`config.mk`:
```
export PLATFORM = sky130hd
export DESIGN_NAME = quad_attitude_pid_mixer_top
export DESIGN_NICKNAME = d
export VERILOG_FILES = /design/src/sv/qapm_pkg.sv /design/src/sv/qapm_mul.sv /design/src/sv/qapm_div.sv /design/src/sv/qapm_core.sv /design/src/sv/quad_attitude_pid_mixer_top.sv
export SDC_FILE = /design/constraint.sdc
export NUM_CORES = 2
export LEC_CHECK = 0
export BUFFER_PORTS_ARGS = -buffer_cell sky130_fd_sc_hd__buf_2
export CAP_MARGIN = 20
export CORE_ASPECT_RATIO = 0.6
export CORE_MARGIN = 5
export CORE_UTILIZATION = 51
export CTS_CLUSTER_SIZE = 40
export DETAILED_ROUTE_END_ITERATION = 16
export GPL_ROUTABILITY_DRIVEN = 0
export PLACE_DENSITY = 0.77
export SLEW_MARGIN = 20
export SYNTH_ARGS = -nofsm -noshare
export SYNTH_HDL_FRONTEND = slang
export SYNTH_HIERARCHICAL = 1
export SYNTH_SLANG_ARGS = --single-unit
```
`constraint.sdc`:
```
create_clock -name clk -period 19.7 [get_ports clk]
set_input_delay 2.955 -clock clk [delete_from_list [all_inputs] [get_ports clk]]
set_output_delay 2.955 -clock clk [all_outputs]
set_load 0.01 [all_outputs]
```
`src/sv/qapm_pkg.sv`:
```
`default_nettype none

package qapm_pkg;

  // Fixed-point format of angles and gains
  localparam int FRAC_BITS = 8;
  localparam int ONE       = 1 << FRAC_BITS;

  // Datapath widths
  localparam int ANG_W  = 16;
  localparam int GAIN_W = 16;
  localparam int THR_W  = 7;
  localparam int DT_W   = 16;
  localparam int MOT_W  = 7;
  localparam int ERR_W  = 17;
  localparam int DIFF_W = 18;
  localparam int INT_W  = 32;
  localparam int RATE_W = 28;
  localparam int MA_W   = 17;
  localparam int MB_W   = 28;
  localparam int MP_W   = MA_W + MB_W;
  localparam int ACC_W  = MP_W + 1;
  localparam int PID_W  = FRAC_BITS + 10;
  localparam int MIX_W  = FRAC_BITS + 14;
  localparam int DIV_NW = 27;
  localparam int DIV_DW = DT_W;
  localparam int DIV_CW = $clog2(DIV_NW + 1);
  localparam int PWM_W  = 11;

  // Control constants
  localparam int THR_MIN    = 15;
  localparam int IZONE      = 3 * ONE;
  localparam int RATE_SCALE = 1000;
  localparam int PID_MAX    = 400 * ONE;
  localparam int BASE_INT   = 115 + 1000;
  localparam int THR_GAIN   = 10;
  localparam int MOT_LO     = 1100 * ONE;
  localparam int MOT_HI     = 2000 * ONE;
  localparam int PWM_ZERO   = 1000;
  localparam int MOT_OFS    = 20;
  // floor(2*v/25) == (2*v * RECIP) >> RECIP_SH for 2*v <= 2000
  localparam int RECIP      = 2622;
  localparam int RECIP_SH   = 16;

  // Register reset values
  localparam int GAIN_P_RESET = 128;
  localparam int GAIN_I_RESET = 0;
  localparam int GAIN_D_RESET = 256;

  // Register map
  localparam int CFG_IDX_W = 3;
  typedef enum logic [CFG_IDX_W-1:0] {
    REG_OFFSET_X = 3'd0,
    REG_OFFSET_Y = 3'd1,
    REG_GAIN_P_X = 3'd2,
    REG_GAIN_I_X = 3'd3,
    REG_GAIN_D_X = 3'd4,
    REG_GAIN_P_Y = 3'd5,
    REG_GAIN_I_Y = 3'd6,
    REG_GAIN_D_Y = 3'd7
  } cfg_idx_t;

  typedef struct packed {
    logic signed [ANG_W-1:0] offset_x;
    logic signed [ANG_W-1:0] offset_y;
    logic [GAIN_W-1:0]       gain_p_x;
    logic [GAIN_W-1:0]       gain_i_x;
    logic [GAIN_W-1:0]       gain_d_x;
    logic [GAIN_W-1:0]       gain_p_y;
    logic [GAIN_W-1:0]       gain_i_y;
    logic [GAIN_W-1:0]       gain_d_y;
  } cfg_t;

  typedef struct packed {
    logic signed [ANG_W-1:0] measured_angle_x;
    logic signed [ANG_W-1:0] measured_angle_y;
    logic signed [ANG_W-1:0] desired_angle_x;
    logic signed [ANG_W-1:0] desired_angle_y;
    logic [THR_W-1:0]        throttle;
    logic [DT_W-1:0]         elapsed_ms;
  } in_item_t;

  typedef struct packed {
    logic [MOT_W-1:0]        motor_left_front;
    logic [MOT_W-1:0]        motor_right_front;
    logic [MOT_W-1:0]        motor_right_back;
    logic [MOT_W-1:0]        motor_left_back;
    logic signed [ANG_W-1:0] corrected_angle_x;
    logic signed [ANG_W-1:0] corrected_angle_y;
  } out_item_t;

  // Divider request / response
  typedef struct packed {
    logic              start;
    logic [DIV_NW-1:0] num;
    logic [DIV_DW-1:0] den;
  } div_req_t;

  typedef struct packed {
    logic              done;
    logic [DIV_NW-1:0] quot;
  } div_rsp_t;

  // Drop FRAC_BITS, rounding toward zero
  function automatic logic signed [MP_W-1:0] trunc_q(input logic signed [MP_W-1:0] v);
    logic signed [MP_W-1:0] bias;
    bias = v[MP_W-1] ? MP_W'(ONE - 1) : '0;
    return (v + bias) >>> FRAC_BITS;
  endfunction

endpackage

`default_nettype wire

```
`src/sv/qapm_mul.sv`:
```
`default_nettype none

// Shared signed multiplier, product registered
module qapm_mul (
  input  wire logic                           clk,
  input  wire logic signed [qapm_pkg::MA_W-1:0] a,
  input  wire logic signed [qapm_pkg::MB_W-1:0] b,
  output logic signed [qapm_pkg::MP_W-1:0]      p_r
);
  import qapm_pkg::*;

  // both operands sign-extended to the full product width
  always_ff @(posedge clk) begin
    p_r <= MP_W'(a) * MP_W'(b);
  end

endmodule

`default_nettype wire

```
`src/sv/qapm_div.sv`:
```
`default_nettype none

// Restoring divider, one quotient bit per cycle
module qapm_div (
  input  wire logic               clk,
  input  wire logic               rst_n,
  input  wire qapm_pkg::div_req_t req,
  output qapm_pkg::div_rsp_t      rsp
);
  import qapm_pkg::*;

  logic              busy_r;
  logic [DIV_CW-1:0] cnt_r;
  logic [DIV_DW-1:0] rem_r, rem_nxt;
  logic [DIV_NW-1:0] quo_r, quo_nxt;
  logic [DIV_DW-1:0] den_r;
  logic [DIV_DW:0]   rem_shift;
  logic              fits;

  // One shift-subtract step
  always_comb begin
    rem_shift = {rem_r, quo_r[DIV_NW-1]};
    fits      = rem_shift >= {1'b0, den_r};
    rem_nxt   = fits ? DIV_DW'(rem_shift - {1'b0, den_r}) : rem_shift[DIV_DW-1:0];
    quo_nxt   = {quo_r[DIV_NW-2:0], fits};
  end

  // Control
  always_ff @(posedge clk) begin
    if (!rst_n) begin
      busy_r <= 1'b0;
      cnt_r  <= '0;
    end else if (req.start) begin
      busy_r <= 1'b1;
      cnt_r  <= DIV_CW'(DIV_NW);
    end else if (busy_r) begin
      if (cnt_r != '0) begin
        cnt_r <= cnt_r - 1'b1;
      end else begin
        busy_r <= 1'b0;
      end
    end
  end

  // Operands
  always_ff @(posedge clk) begin
    if (req.start) begin
      rem_r <= '0;
      quo_r <= req.num;
      den_r <= req.den;
    end else if (busy_r && cnt_r != '0) begin
      rem_r <= rem_nxt;
      quo_r <= quo_nxt;
    end
  end

  assign rsp.done = busy_r && (cnt_r == '0);
  assign rsp.quot = quo_r;

endmodule

`default_nettype wire

```
`src/sv/qapm_core.sv`:
```
`default_nettype none

// Sequencer and datapath: two PID passes, then the motor mixer
module qapm_core (
  input  wire logic                clk,
  input  wire logic                rst_n,
  input  wire qapm_pkg::cfg_t      cfg,
  input  wire logic                in_valid,
  output logic                     in_ready,
  input  wire qapm_pkg::in_item_t  in_item,
  output logic                     out_valid,
  input  wire logic                out_ready,
  output qapm_pkg::out_item_t      out_item
);
  import qapm_pkg::*;

  typedef enum logic [12:0] {
    S_IDLE  = 13'b0000000000001,
    S_ERR   = 13'b0000000000010,
    S_P     = 13'b0000000000100,
    S_I     = 13'b0000000001000,
    S_DF    = 13'b0000000010000,
    S_DIV   = 13'b0000000100000,
    S_DWAIT = 13'b0000001000000,
    S_D     = 13'b0000010000000,
    S_SUM   = 13'b0000100000000,
    S_MIX   = 13'b0001000000000,
    S_MMUL  = 13'b0010000000000,
    S_MMAP  = 13'b0100000000000,
    S_OUT   = 13'b1000000000000
  } state_t;

  localparam logic [1:0] MOT_LF = 2'd0;
  localparam logic [1:0] MOT_LB = 2'd3;

  localparam logic signed [ERR_W-1:0] IZONE_E  = ERR_W'(IZONE);
  localparam logic signed [ACC_W-1:0] PID_MAX_A = ACC_W'(PID_MAX);
  localparam logic signed [MIX_W-1:0] MOT_LO_M = MIX_W'(MOT_LO);
  localparam logic signed [MIX_W-1:0] MOT_HI_M = MIX_W'(MOT_HI);

  function automatic logic signed [ANG_W-1:0] sat16(input logic signed [ANG_W:0] v);
    if (v[ANG_W] != v[ANG_W-1]) begin
      return v[ANG_W] ? {1'b1, {(ANG_W-1){1'b0}}} : {1'b0, {(ANG_W-1){1'b1}}};
    end
    return v[ANG_W-1:0];
  endfunction

  state_t state_r, state_nxt;

  logic signed [ANG_W-1:0]  cx_r, cy_r, dx_r, dy_r;
  logic [THR_W-1:0]         thr_r;
  logic [DT_W-1:0]          dt_r;
  logic                     axis_r;
  logic signed [ERR_W-1:0]  err_r;
  logic signed [ACC_W-1:0]  acc_r;
  logic signed [INT_W-1:0]  integ_x_r, integ_y_r;
  logic signed [ERR_W-1:0]  last_x_r, last_y_r;
  logic signed [PID_W-1:0]  pid_x_r, pid_y_r;
  logic signed [RATE_W-1:0] rate_r;
  logic                     rneg_r;
  logic [1:0]               mot_idx_r;
  logic [PWM_W-1:0]         v2_r;
  logic [MOT_W-1:0]         mot_r [4];
  out_item_t                out_r;
  logic                     out_valid_r;

  logic signed [MA_W-1:0]   mul_a;
  logic signed [MB_W-1:0]   mul_b;
  logic signed [MP_W-1:0]   prod;
  div_req_t                 div_req;
  div_rsp_t                 div_rsp;

  logic signed [ANG_W-1:0]  cx_new, cy_new, cur_c, cur_d;
  logic signed [ERR_W-1:0]  err_new, cur_last;
  logic signed [INT_W-1:0]  cur_integ, integ_sat;
  logic [GAIN_W-1:0]        cur_kp, cur_ki, cur_kd;
  logic signed [MP_W-1:0]   p_trunc;
  logic signed [INT_W:0]    integ_sum;
  logic                     in_zone;
  logic signed [DIFF_W-1:0] diff;
  logic [MP_W-1:0]          prod_abs;
  logic signed [RATE_W-1:0] q_s;
  logic signed [ACC_W-1:0]  total;
  logic signed [PID_W-1:0]  pid_new;
  logic [PWM_W+1:0]         base_int;
  logic signed [MIX_W-1:0]  base_q, px_t, py_t, pwm, pwm_cl, pwm_int;
  logic [PWM_W-1:0]         w, w_off;
  logic [MP_W-1:0]          mot_scaled;
  logic                     load_out;

  // Shared units
  qapm_mul u_mul (
    .clk (clk),
    .a   (mul_a),
    .b   (mul_b),
    .p_r (prod)
  );

  qapm_div u_div (
    .clk   (clk),
    .rst_n (rst_n),
    .req   (div_req),
    .rsp   (div_rsp)
  );

  // Offset correction at input transfer
  assign cx_new = sat16((ANG_W+1)'(in_item.measured_angle_x) + (ANG_W+1)'(cfg.offset_x));
  assign cy_new = sat16((ANG_W+1)'(in_item.measured_angle_y) + (ANG_W+1)'(cfg.offset_y));

  // Per-axis selection
  assign cur_c     = axis_r ? cy_r : cx_r;
  assign cur_d     = axis_r ? dy_r : dx_r;
  assign cur_last  = axis_r ? last_y_r : last_x_r;
  assign cur_integ = axis_r ? integ_y_r : integ_x_r;
  assign cur_kp    = axis_r ? cfg.gain_p_y : cfg.gain_p_x;
  assign cur_ki    = axis_r ? cfg.gain_i_y : cfg.gain_i_x;
  assign cur_kd    = axis_r ? cfg.gain_d_y : cfg.gain_d_x;
  assign err_new   = ERR_W'(cur_c) - ERR_W'(cur_d);

  // PID arithmetic around the shared units
  always_comb begin
    p_trunc   = trunc_q(prod);
    in_zone   = (err_r > -IZONE_E) && (err_r < IZONE_E);
    integ_sum = (INT_W+1)'(cur_integ) + $signed(p_trunc[INT_W:0]);
    if (integ_sum[INT_W] != integ_sum[INT_W-1]) begin
      integ_sat = integ_sum[INT_W] ? {1'b1, {(INT_W-1){1'b0}}} : {1'b0, {(INT_W-1){1'b1}}};
    end else begin
      integ_sat = integ_sum[INT_W-1:0];
    end
    diff     = DIFF_W'(err_r) - DIFF_W'(cur_last);
    prod_abs = prod[MP_W-1] ? MP_W'(-prod) : prod;
    q_s      = RATE_W'(div_rsp.quot);
    total    = acc_r + ACC_W'(p_trunc);
    priority if (total > PID_MAX_A) begin
      pid_new = PID_W'(PID_MAX);
    end else if (total < -PID_MAX_A) begin
      pid_new = -PID_W'(PID_MAX);
    end else begin
      pid_new = total[PID_W-1:0];
    end
  end

  // Motor mix for the motor in turn
  always_comb begin
    base_int = (PWM_W+2)'(BASE_INT) + (PWM_W+2)'(thr_r) * (PWM_W+2)'(THR_GAIN);
    base_q   = MIX_W'({base_int, {FRAC_BITS{1'b0}}});
    px_t     = MIX_W'(pid_x_r);
    py_t     = MIX_W'(pid_y_r);
    pwm      = base_q
             + ((mot_idx_r == MOT_LF || mot_idx_r == MOT_LB) ? py_t : -py_t)
             + (mot_idx_r[1] ? px_t : -px_t);
    priority if (pwm < MOT_LO_M) begin
      pwm_cl = MOT_LO_M;
    end else if (pwm > MOT_HI_M) begin
      pwm_cl = MOT_HI_M;
    end else begin
      pwm_cl = pwm;
    end
    pwm_int    = pwm_cl >>> FRAC_BITS;
    w          = pwm_int[PWM_W-1:0];
    w_off      = w - PWM_W'(PWM_ZERO);
    mot_scaled = prod >> RECIP_SH;
  end

  // Multiplier operands per step
  always_comb begin
    mul_a = '0;
    mul_b = '0;
    unique case (state_r)
      S_P: begin
        mul_a = MA_W'({1'b0, cur_kp});
        mul_b = MB_W'(err_r);
      end
      S_I: begin
        mul_a = MA_W'({1'b0, cur_ki});
        mul_b = MB_W'(err_r);
      end
      S_DF: begin
        mul_a = MA_W'(RATE_SCALE);
        mul_b = MB_W'(diff);
      end
      S_D: begin
        mul_a = MA_W'({1'b0, cur_kd});
        mul_b = rate_r;
      end
      S_MMUL: begin
        mul_a = MA_W'(RECIP);
        mul_b = MB_W'({1'b0, v2_r});
      end
      default: begin
        mul_a = '0;
        mul_b = '0;
      end
    endcase
  end

  // Divider request
  assign div_req.start = (state_r == S_DIV);
  assign div_req.num   = prod_abs[DIV_NW-1:0];
  assign div_req.den   = dt_r;

  assign in_ready = (state_r == S_IDLE);
  assign load_out = (state_r == S_OUT) && (!out_valid_r || out_ready);

  // Next state
  always_comb begin
    state_nxt = state_r;
    unique case (state_r)
      S_IDLE: begin
        if (in_valid && in_item.throttle > THR_W'(THR_MIN)) begin
          state_nxt = S_ERR;
        end
      end
      S_ERR:   state_nxt = S_P;
      S_P:     state_nxt = S_I;
      S_I:     state_nxt = S_DF;
      S_DF:    state_nxt = S_DIV;
      S_DIV:   state_nxt = S_DWAIT;
      S_DWAIT: begin
        if (div_rsp.done) begin
          state_nxt = S_D;
        end
      end
      S_D:     state_nxt = S_SUM;
      S_SUM:   state_nxt = axis_r ? S_MIX : S_ERR;
      S_MIX:   state_nxt = S_MMUL;
      S_MMUL:  state_nxt = S_MMAP;
      S_MMAP:  state_nxt = (mot_idx_r == MOT_LB) ? S_OUT : S_MIX;
      S_OUT: begin
        if (load_out) begin
          state_nxt = S_IDLE;
        end
      end
      default: state_nxt = S_IDLE;
    endcase
  end

  // Control state and loop state
  always_ff @(posedge clk) begin
    if (!rst_n) begin
      state_r     <= S_IDLE;
      out_valid_r <= 1'b0;
      integ_x_r   <= '0;
      integ_y_r   <= '0;
      last_x_r    <= '0;
      last_y_r    <= '0;
      axis_r      <= 1'b0;
      mot_idx_r   <= '0;
    end else begin
      state_r <= state_nxt;
      if (load_out) begin
        out_valid_r <= 1'b1;
      end else if (out_ready) begin
        out_valid_r <= 1'b0;
      end
      if (state_r == S_IDLE) begin
        axis_r    <= 1'b0;
        mot_idx_r <= '0;
      end
      if (state_r == S_SUM) begin
        axis_r <= 1'b1;
      end
      if (state_r == S_MMAP) begin
        mot_idx_r <= mot_idx_r + 1'b1;
      end
      // integral only inside the zone
      if (state_r == S_DF && in_zone) begin
        if (axis_r) begin
          integ_y_r <= integ_sat;
        end else begin
          integ_x_r <= integ_sat;
        end
      end
      if (state_r == S_DIV) begin
        if (axis_r) begin
          last_y_r <= err_r;
        end else begin
          last_x_r <= err_r;
        end
      end
    end
  end

  // Datapath registers
  always_ff @(posedge clk) begin
    unique case (state_r)
      S_IDLE: begin
        if (in_valid) begin
          cx_r  <= cx_new;
          cy_r  <= cy_new;
          dx_r  <= in_item.desired_angle_x;
          dy_r  <= in_item.desired_angle_y;
          thr_r <= in_item.throttle;
          dt_r  <= (in_item.elapsed_ms == '0) ? DT_W'(1) : in_item.elapsed_ms;
        end
      end
      S_ERR:   err_r <= err_new;
      S_I:     acc_r <= ACC_W'(p_trunc);
      S_DIV: begin
        acc_r  <= acc_r + ACC_W'(cur_integ);
        rneg_r <= prod[MP_W-1];
      end
      S_DWAIT: begin
        if (div_rsp.done) begin
          rate_r <= rneg_r ? -q_s : q_s;
        end
      end
      S_SUM: begin
        if (axis_r) begin
          pid_y_r <= pid_new;
        end else begin
          pid_x_r <= pid_new;
        end
      end
      S_MIX:   v2_r <= {w_off[PWM_W-2:0], 1'b0};
      S_MMAP:  mot_r[mot_idx_r] <= mot_scaled[MOT_W-1:0] + MOT_W'(MOT_OFS);
      S_OUT: begin
        if (load_out) begin
          out_r.motor_left_front  <= mot_r[0];
          out_r.motor_right_front <= mot_r[1];
          out_r.motor_right_back  <= mot_r[2];
          out_r.motor_left_back   <= mot_r[3];
          out_r.corrected_angle_x <= cx_r;
          out_r.corrected_angle_y <= cy_r;
        end
      end
      default: begin
      end
    endcase
  end

  assign out_valid = out_valid_r;
  assign out_item  = out_r;

  // A low-throttle transfer is dropped at once
  a_low_thr_drop: assert property (@(posedge clk) disable iff (!rst_n)
    (in_valid && in_ready && in_item.throttle <= THR_W'(THR_MIN)) |=> state_r == S_IDLE)
    else $error("low-throttle item started a control step");

  // Divider completion only while the sequencer waits for it
  a_div_done_wait: assert property (@(posedge clk) disable iff (!rst_n)
    div_rsp.done |-> state_r == S_DWAIT)
    else $error("divider finished outside its wait step");

  // Integrators move only in the integral step
  a_integ_hold: assert property (@(posedge clk) disable iff (!rst_n)
    (state_r != S_DF) |=> ($stable(integ_x_r) && $stable(integ_y_r)))
    else $error("integrator changed outside its update step");

  // Every result carries motor commands in range
  a_motor_range: assert property (@(posedge clk) disable iff (!rst_n)
    $rose(out_valid_r) |->
      (out_r.motor_left_front >= MOT_W'(MOT_OFS) && out_r.motor_left_front <= 7'd100 &&
       out_r.motor_right_front >= MOT_W'(MOT_OFS) && out_r.motor_right_front <= 7'd100 &&
       out_r.motor_right_back >= MOT_W'(MOT_OFS) && out_r.motor_right_back <= 7'd100 &&
       out_r.motor_left_back >= MOT_W'(MOT_OFS) && out_r.motor_left_back <= 7'd100))
    else $error("motor command out of range");

endmodule

`default_nettype wire

```
`src/sv/quad_attitude_pid_mixer_top.sv`:
```
// Two-axis attitude PID with a four-motor mixer.
// in_*: one transfer carries measured and desired X/Y angles (Q8.8 degrees),
// throttle percent and elapsed milliseconds. A transfer with throttle 15 or
// less is accepted while idle and produces nothing; all loop state holds.
// out_*: one transfer per controlled item with four motor commands (28..100)
// and the offset-corrected angles.
// cfg_*: register writes (offsets, P/I/D gains per axis), index as listed in
// the register map; issue them only while the block is idle.
// One item at a time: the next input is taken only after the result of the
// last one is loaded into the output register. Each axis waits on the
// 27-step restoring divider for the derivative rate and runs 7 sequencing
// steps around the shared multiplier; the mixer steps through mix, multiply
// and map for each motor.
// A finished result sits in the output register; the block takes and works
// on the next item meanwhile and waits at its end while out_tready is low.
// Reset (rst_n low, synchronous): integrators and last errors clear, gains
// and offsets return to their defaults, both channels go empty.
`default_nettype none

module quad_attitude_pid_mixer_top (
  input  wire logic        clk,
  input  wire logic        rst_n,
  // tdata: measured_angle_x[15:0], measured_angle_y[31:16],
  //   desired_angle_x[47:32], desired_angle_y[63:48], throttle[70:64],
  //   elapsed_ms[86:71], zero pad[87]
  input  wire logic        in_tvalid,
  output logic             in_tready,
  input  wire logic [87:0] in_tdata,
  // tdata: motor_left_front[6:0], motor_right_front[13:7],
  //   motor_right_back[20:14], motor_left_back[27:21],
  //   corrected_angle_x[43:28], corrected_angle_y[59:44], zero pad[63:60]
  output logic             out_tvalid,
  input  wire logic        out_tready,
  output logic [63:0]      out_tdata,
  // register write channel
  input  wire logic        cfg_valid,
  output logic             cfg_ready,
  input  wire logic [2:0]  cfg_index,
  input  wire logic [15:0] cfg_data
);
  import qapm_pkg::*;

  cfg_t      cfg_r;
  in_item_t  in_item;
  out_item_t out_item;

  // Register file
  assign cfg_ready = 1'b1;

  always_ff @(posedge clk) begin
    if (!rst_n) begin
      cfg_r.offset_x <= '0;
      cfg_r.offset_y <= '0;
      cfg_r.gain_p_x <= GAIN_W'(GAIN_P_RESET);
      cfg_r.gain_i_x <= GAIN_W'(GAIN_I_RESET);
      cfg_r.gain_d_x <= GAIN_W'(GAIN_D_RESET);
      cfg_r.gain_p_y <= GAIN_W'(GAIN_P_RESET);
      cfg_r.gain_i_y <= GAIN_W'(GAIN_I_RESET);
      cfg_r.gain_d_y <= GAIN_W'(GAIN_D_RESET);
    end else if (cfg_valid && cfg_ready) begin
      unique case (cfg_idx_t'(cfg_index))
        REG_OFFSET_X: cfg_r.offset_x <= cfg_data;
        REG_OFFSET_Y: cfg_r.offset_y <= cfg_data;
        REG_GAIN_P_X: cfg_r.gain_p_x <= cfg_data;
        REG_GAIN_I_X: cfg_r.gain_i_x <= cfg_data;
        REG_GAIN_D_X: cfg_r.gain_d_x <= cfg_data;
        REG_GAIN_P_Y: cfg_r.gain_p_y <= cfg_data;
        REG_GAIN_I_Y: cfg_r.gain_i_y <= cfg_data;
        REG_GAIN_D_Y: cfg_r.gain_d_y <= cfg_data;
        default: begin
        end
      endcase
    end
  end

  // Input unpacking
  assign in_item.measured_angle_x = in_tdata[15:0];
  assign in_item.measured_angle_y = in_tdata[31:16];
  assign in_item.desired_angle_x  = in_tdata[47:32];
  assign in_item.desired_angle_y  = in_tdata[63:48];
  assign in_item.throttle         = in_tdata[70:64];
  assign in_item.elapsed_ms       = in_tdata[86:71];

  qapm_core u_core (
    .clk       (clk),
    .rst_n     (rst_n),
    .cfg       (cfg_r),
    .in_valid  (in_tvalid),
    .in_ready  (in_tready),
    .in_item   (in_item),
    .out_valid (out_tvalid),
    .out_ready (out_tready),
    .out_item  (out_item)
  );

  // Output packing
  assign out_tdata = {4'b0000,
                      out_item.corrected_angle_y,
                      out_item.corrected_angle_x,
                      out_item.motor_left_back,
                      out_item.motor_right_back,
                      out_item.motor_right_front,
                      out_item.motor_left_front};

endmodule

`default_nettype wire

```
==> run metrics <==
initial standard-cell utilization of the core=51.58%; crit path max fanout=55; Setup Skew=0.04487 ns; commonest cells after routing, fill and taps aside=sky130_fd_sc_hd__nand2_1, sky130_fd_sc_hd__inv_1, sky130_fd_sc_hd__fa_1; maximum count of clock buffers along a single path=3; Yosys reg bits=around 670; global-route wire length before repair=around 240 mm; final std cells w/o fill=7549; ant diodes=0; core region area=between 100000 and 150000 µm²; most common cell after layout, fill and taps aside=sky130_fd_sc_hd__nand2_1; net switching share of the total power=approximately 34%; Yosys cell types=110; Via density=about 6; kind of launch point of the worst setup path=register; DRT iter0 DRCs=5006; overflow left after global routing=0; final setup TNS=0 ns; total count of hold-check failures in the final report=0; ratio of cells with drive above 1 in the final layout=8.992%; Net Switching=~1500 µW; share of the yosys chip area belonging to registers=between 20 and 30%; async set-reset flop share out of synthesis=0%; cell area after synthesis=56720 µm²; kind of critical path=register to register; DRC=0; part of the power in combinational logic=31.1%; most used flip-flop cell after synthesis=sky130_fd_sc_hd__edfxtp_1; Tmin final=roughly 11 ns; post-CTS setup buffer count=0; post-cts hold buffer count=0; endpoints failing setup=0; cell count after synthesis=5962; unrepaired setup endpoints after global routing=false; Final Routed Wirelength=~150 mm; layout overhead on the synthesized area=7.897%; final design instance area without fill=between 60000 and 70000 µm²; Placed Cells=approximately 7400; number of nets with antenna violations after routing=0; final count of pins violating max slew=0; CTS root buffer=sky130_fd_sc_hd__clkbuf_16; largest net degree at the start of global routing=just under 80; slew of the pin with the lowest slew margin=about 1.2 ns; router iterations before antenna repair=9; Mapped Avg Cell Area=9.514 µm²; global-route usage over all layers=around a quarter; worst min path class=register to register; Seq pwr share=about two fifths; Die Y=about 270 µm; post-route fraction of the period consumed by the critical path=around 54%; largest cells by area after synthesis=sky130_fd_sc_hd__edfxtp_1, sky130_fd_sc_hd__fa_1, sky130_fd_sc_hd__dfxtp_1; number of nets in the layout=6971; cell-internal power=roughly 2800 µW; cell family with most CP delay=adder cells; total of buffers placed on input and output ports=about 170; number of placed I/O pins=approximately 180; Sink Count=666; number of instances on the worst hold path=0; DP HPWL=~110 mm; Worst IR Drop VDD=0.1783 mV; reported leakage power=roughly 0.027 µW; Max Cap Viol=0; WL/cell=~20 µm; most frequent CP cell=sky130_fd_sc_hd__fa_1; number of global-route vias before repair=roughly 43000; via total after detailed routing=44600; yosys synthesis warning count=6; Tot Pwr=4244 µW; number of stages on the worst setup path=35; max_slew headroom=21.58%; clk_lat worst skew=approximately 0.67 ns; instance area after placement=59010 µm²; status=finished, final reports clean; number of flops mapped to enable cells by yosys=around 360; Yosys top cell area share=between 10% and 20%; Die Area=between 100000 and 150000 µm²; most area-hungry cell type in the Yosys netlist=sky130_fd_sc_hd__edfxtp_1; power density over the cells=~69 nW/µm²; fill cell instance count of the final layout=approximately 9400; x dimension of the die=between 400 and 500 µm; clock slew at the register clock pins of the worst setup and hold paths=approximately 0.070 ns; antenna violations before repair=6; post_cts resized=0; maximum cell stage delay along the critical path=0.80 ns; H-tree levels=3; clock tree from TritonCTS=built; critical path data arrival time=11.21 ns; cell type of the slowest stage on the worst timing path=sky130_fd_sc_hd__buf_4; worst-case reg-to-reg path depth=35; count of standard-cell rows=between 90 and 100; critical path required time=about 20 ns; proportion of power drawn by the clock network=between 30% and 40%; number of buffer and inverter instances along the worst setup path=6; number of buffers inserted during clock tree synthesis=66; Max Fclk=around 94 MHz; Critical Path Sink Type=register
worst paths after layout:
path	end	from	slack (ns)
worst max-delay path	u_core/u_mul/p_r[43]$_DFF_P_	u_core/axis_r$_SDFFE_PN0P_	9.07
worst min-delay path	u_core/out_item[51]$_DFFE_PP_	u_core/mot_r[1][5]$_DFFE_PP_	0.41
worst max register to register	u_core/u_mul/p_r[43]$_DFF_P_	u_core/axis_r$_SDFFE_PN0P_	9.07
worst min register to register	u_core/out_item[51]$_DFFE_PP_	u_core/mot_r[1][5]$_DFFE_PP_	0.41
final cells by class:
| type | instances | area, µm² | area share [%] |
|---|---|---|---|
| clock buffers | 86 | 1758 | 2.872 |
| clock inverters | 36 | 417.9 | 0.6828 |
| inverters | 649 | 2439 | 3.984 |
| multi-input cells | 4382 | 36430 | 59.52 |
| flip-flops and latches | 666 | 16900 | 27.61 |
| well taps | 1488 | 1862 | 3.042 |
| repair buffers | 242 | 1396 | 2.282 |
power groups by stage:
stage / Clock, µW / Sequential [µW] / Combinational (µW)
after floorplan: 0 / 1640 / 983
after global placement: 0 / 1650 / 1240
after detailed placement: 0 / 1650 / 1270
after CTS: 1320 / 1620 / 1290
after global routing: 1380 / 1630 / 1460
final: 1300 / 1630 / 1320
Yosys cell counts, types with 129 or more instances:
| cell | instances |
|---|---|
| sky130_fd_sc_hd__nand2_1 | 729 |
| sky130_fd_sc_hd__inv_1 | 647 |
| sky130_fd_sc_hd__fa_1 | 482 |
| sky130_fd_sc_hd__ha_1 | 370 |
| sky130_fd_sc_hd__edfxtp_1 | 356 |
| sky130_fd_sc_hd__dfxtp_1 | 310 |
| sky130_fd_sc_hd__nor2_1 | 293 |
| sky130_fd_sc_hd__a21oi_1 | 274 |
| sky130_fd_sc_hd__and2_1 | 242 |
| sky130_fd_sc_hd__o21ai_0 | 240 |
| sky130_fd_sc_hd__xnor2_1 | 240 |
| sky130_fd_sc_hd__clkbuf_1 | 209 |
| sky130_fd_sc_hd__mux2i_1 | 179 |
| sky130_fd_sc_hd__a21o_1 | 129 |
through the flow:
stage / setup WS (ns) / util [%] / hold slack, ns
2_1_floorplan: 9.816 / - / 0.4003
3_3_place_gp: 9.354 / 53.65 / 0.4030
3_5_place_dp: 9.244 / 53.66 / 0.4045
4_1_cts: 9.183 / 55.64 / 0.4112
5_1_grt: 8.598 / 55.65 / 0.4261
6_report: 9.074 / 55.65 / 0.4123
cells by family after synthesis:
logic type,Yosys count,synth area share [%]
AO/OA/AOI/OAI,1131,13.36
XOR/XNOR,345,5.365
adder cells (fa/ha/maj),852,25.17
buffers and inverters,922,6.313
flip-flops,666,29.79
multiplexers,258,4.727
other,3,0.01985
AND/OR/NAND/NOR,1785,15.26
state kept, by name (all words and copies together), names as in the netlist, 18 cells and up:
register            flops
u_core/pid_y_r         18
u_core/u_div/quo_r     27
u_core/pid_x_r         18
u_core/integ_y_r       32
u_core/u_mul/p_r       45
u_core/out_item        60
u_core/rate_r          28
u_core/mot_r           28
u_core/acc_r           46
u_core/integ_x_r       32
cfg_r                 128
routing by layer:
| layer | part of all wire (%) | global-route usage, % |
|---|---|---|
| met2 | 40 | 35.80 |
| met5 | 0.017 | 0 |
| met4 | 1.7 | 4.900 |
| met1 | 46 | 38.86 |
| met3 | 13 | 7.623 |
Power figures use the tool's default switching activity.
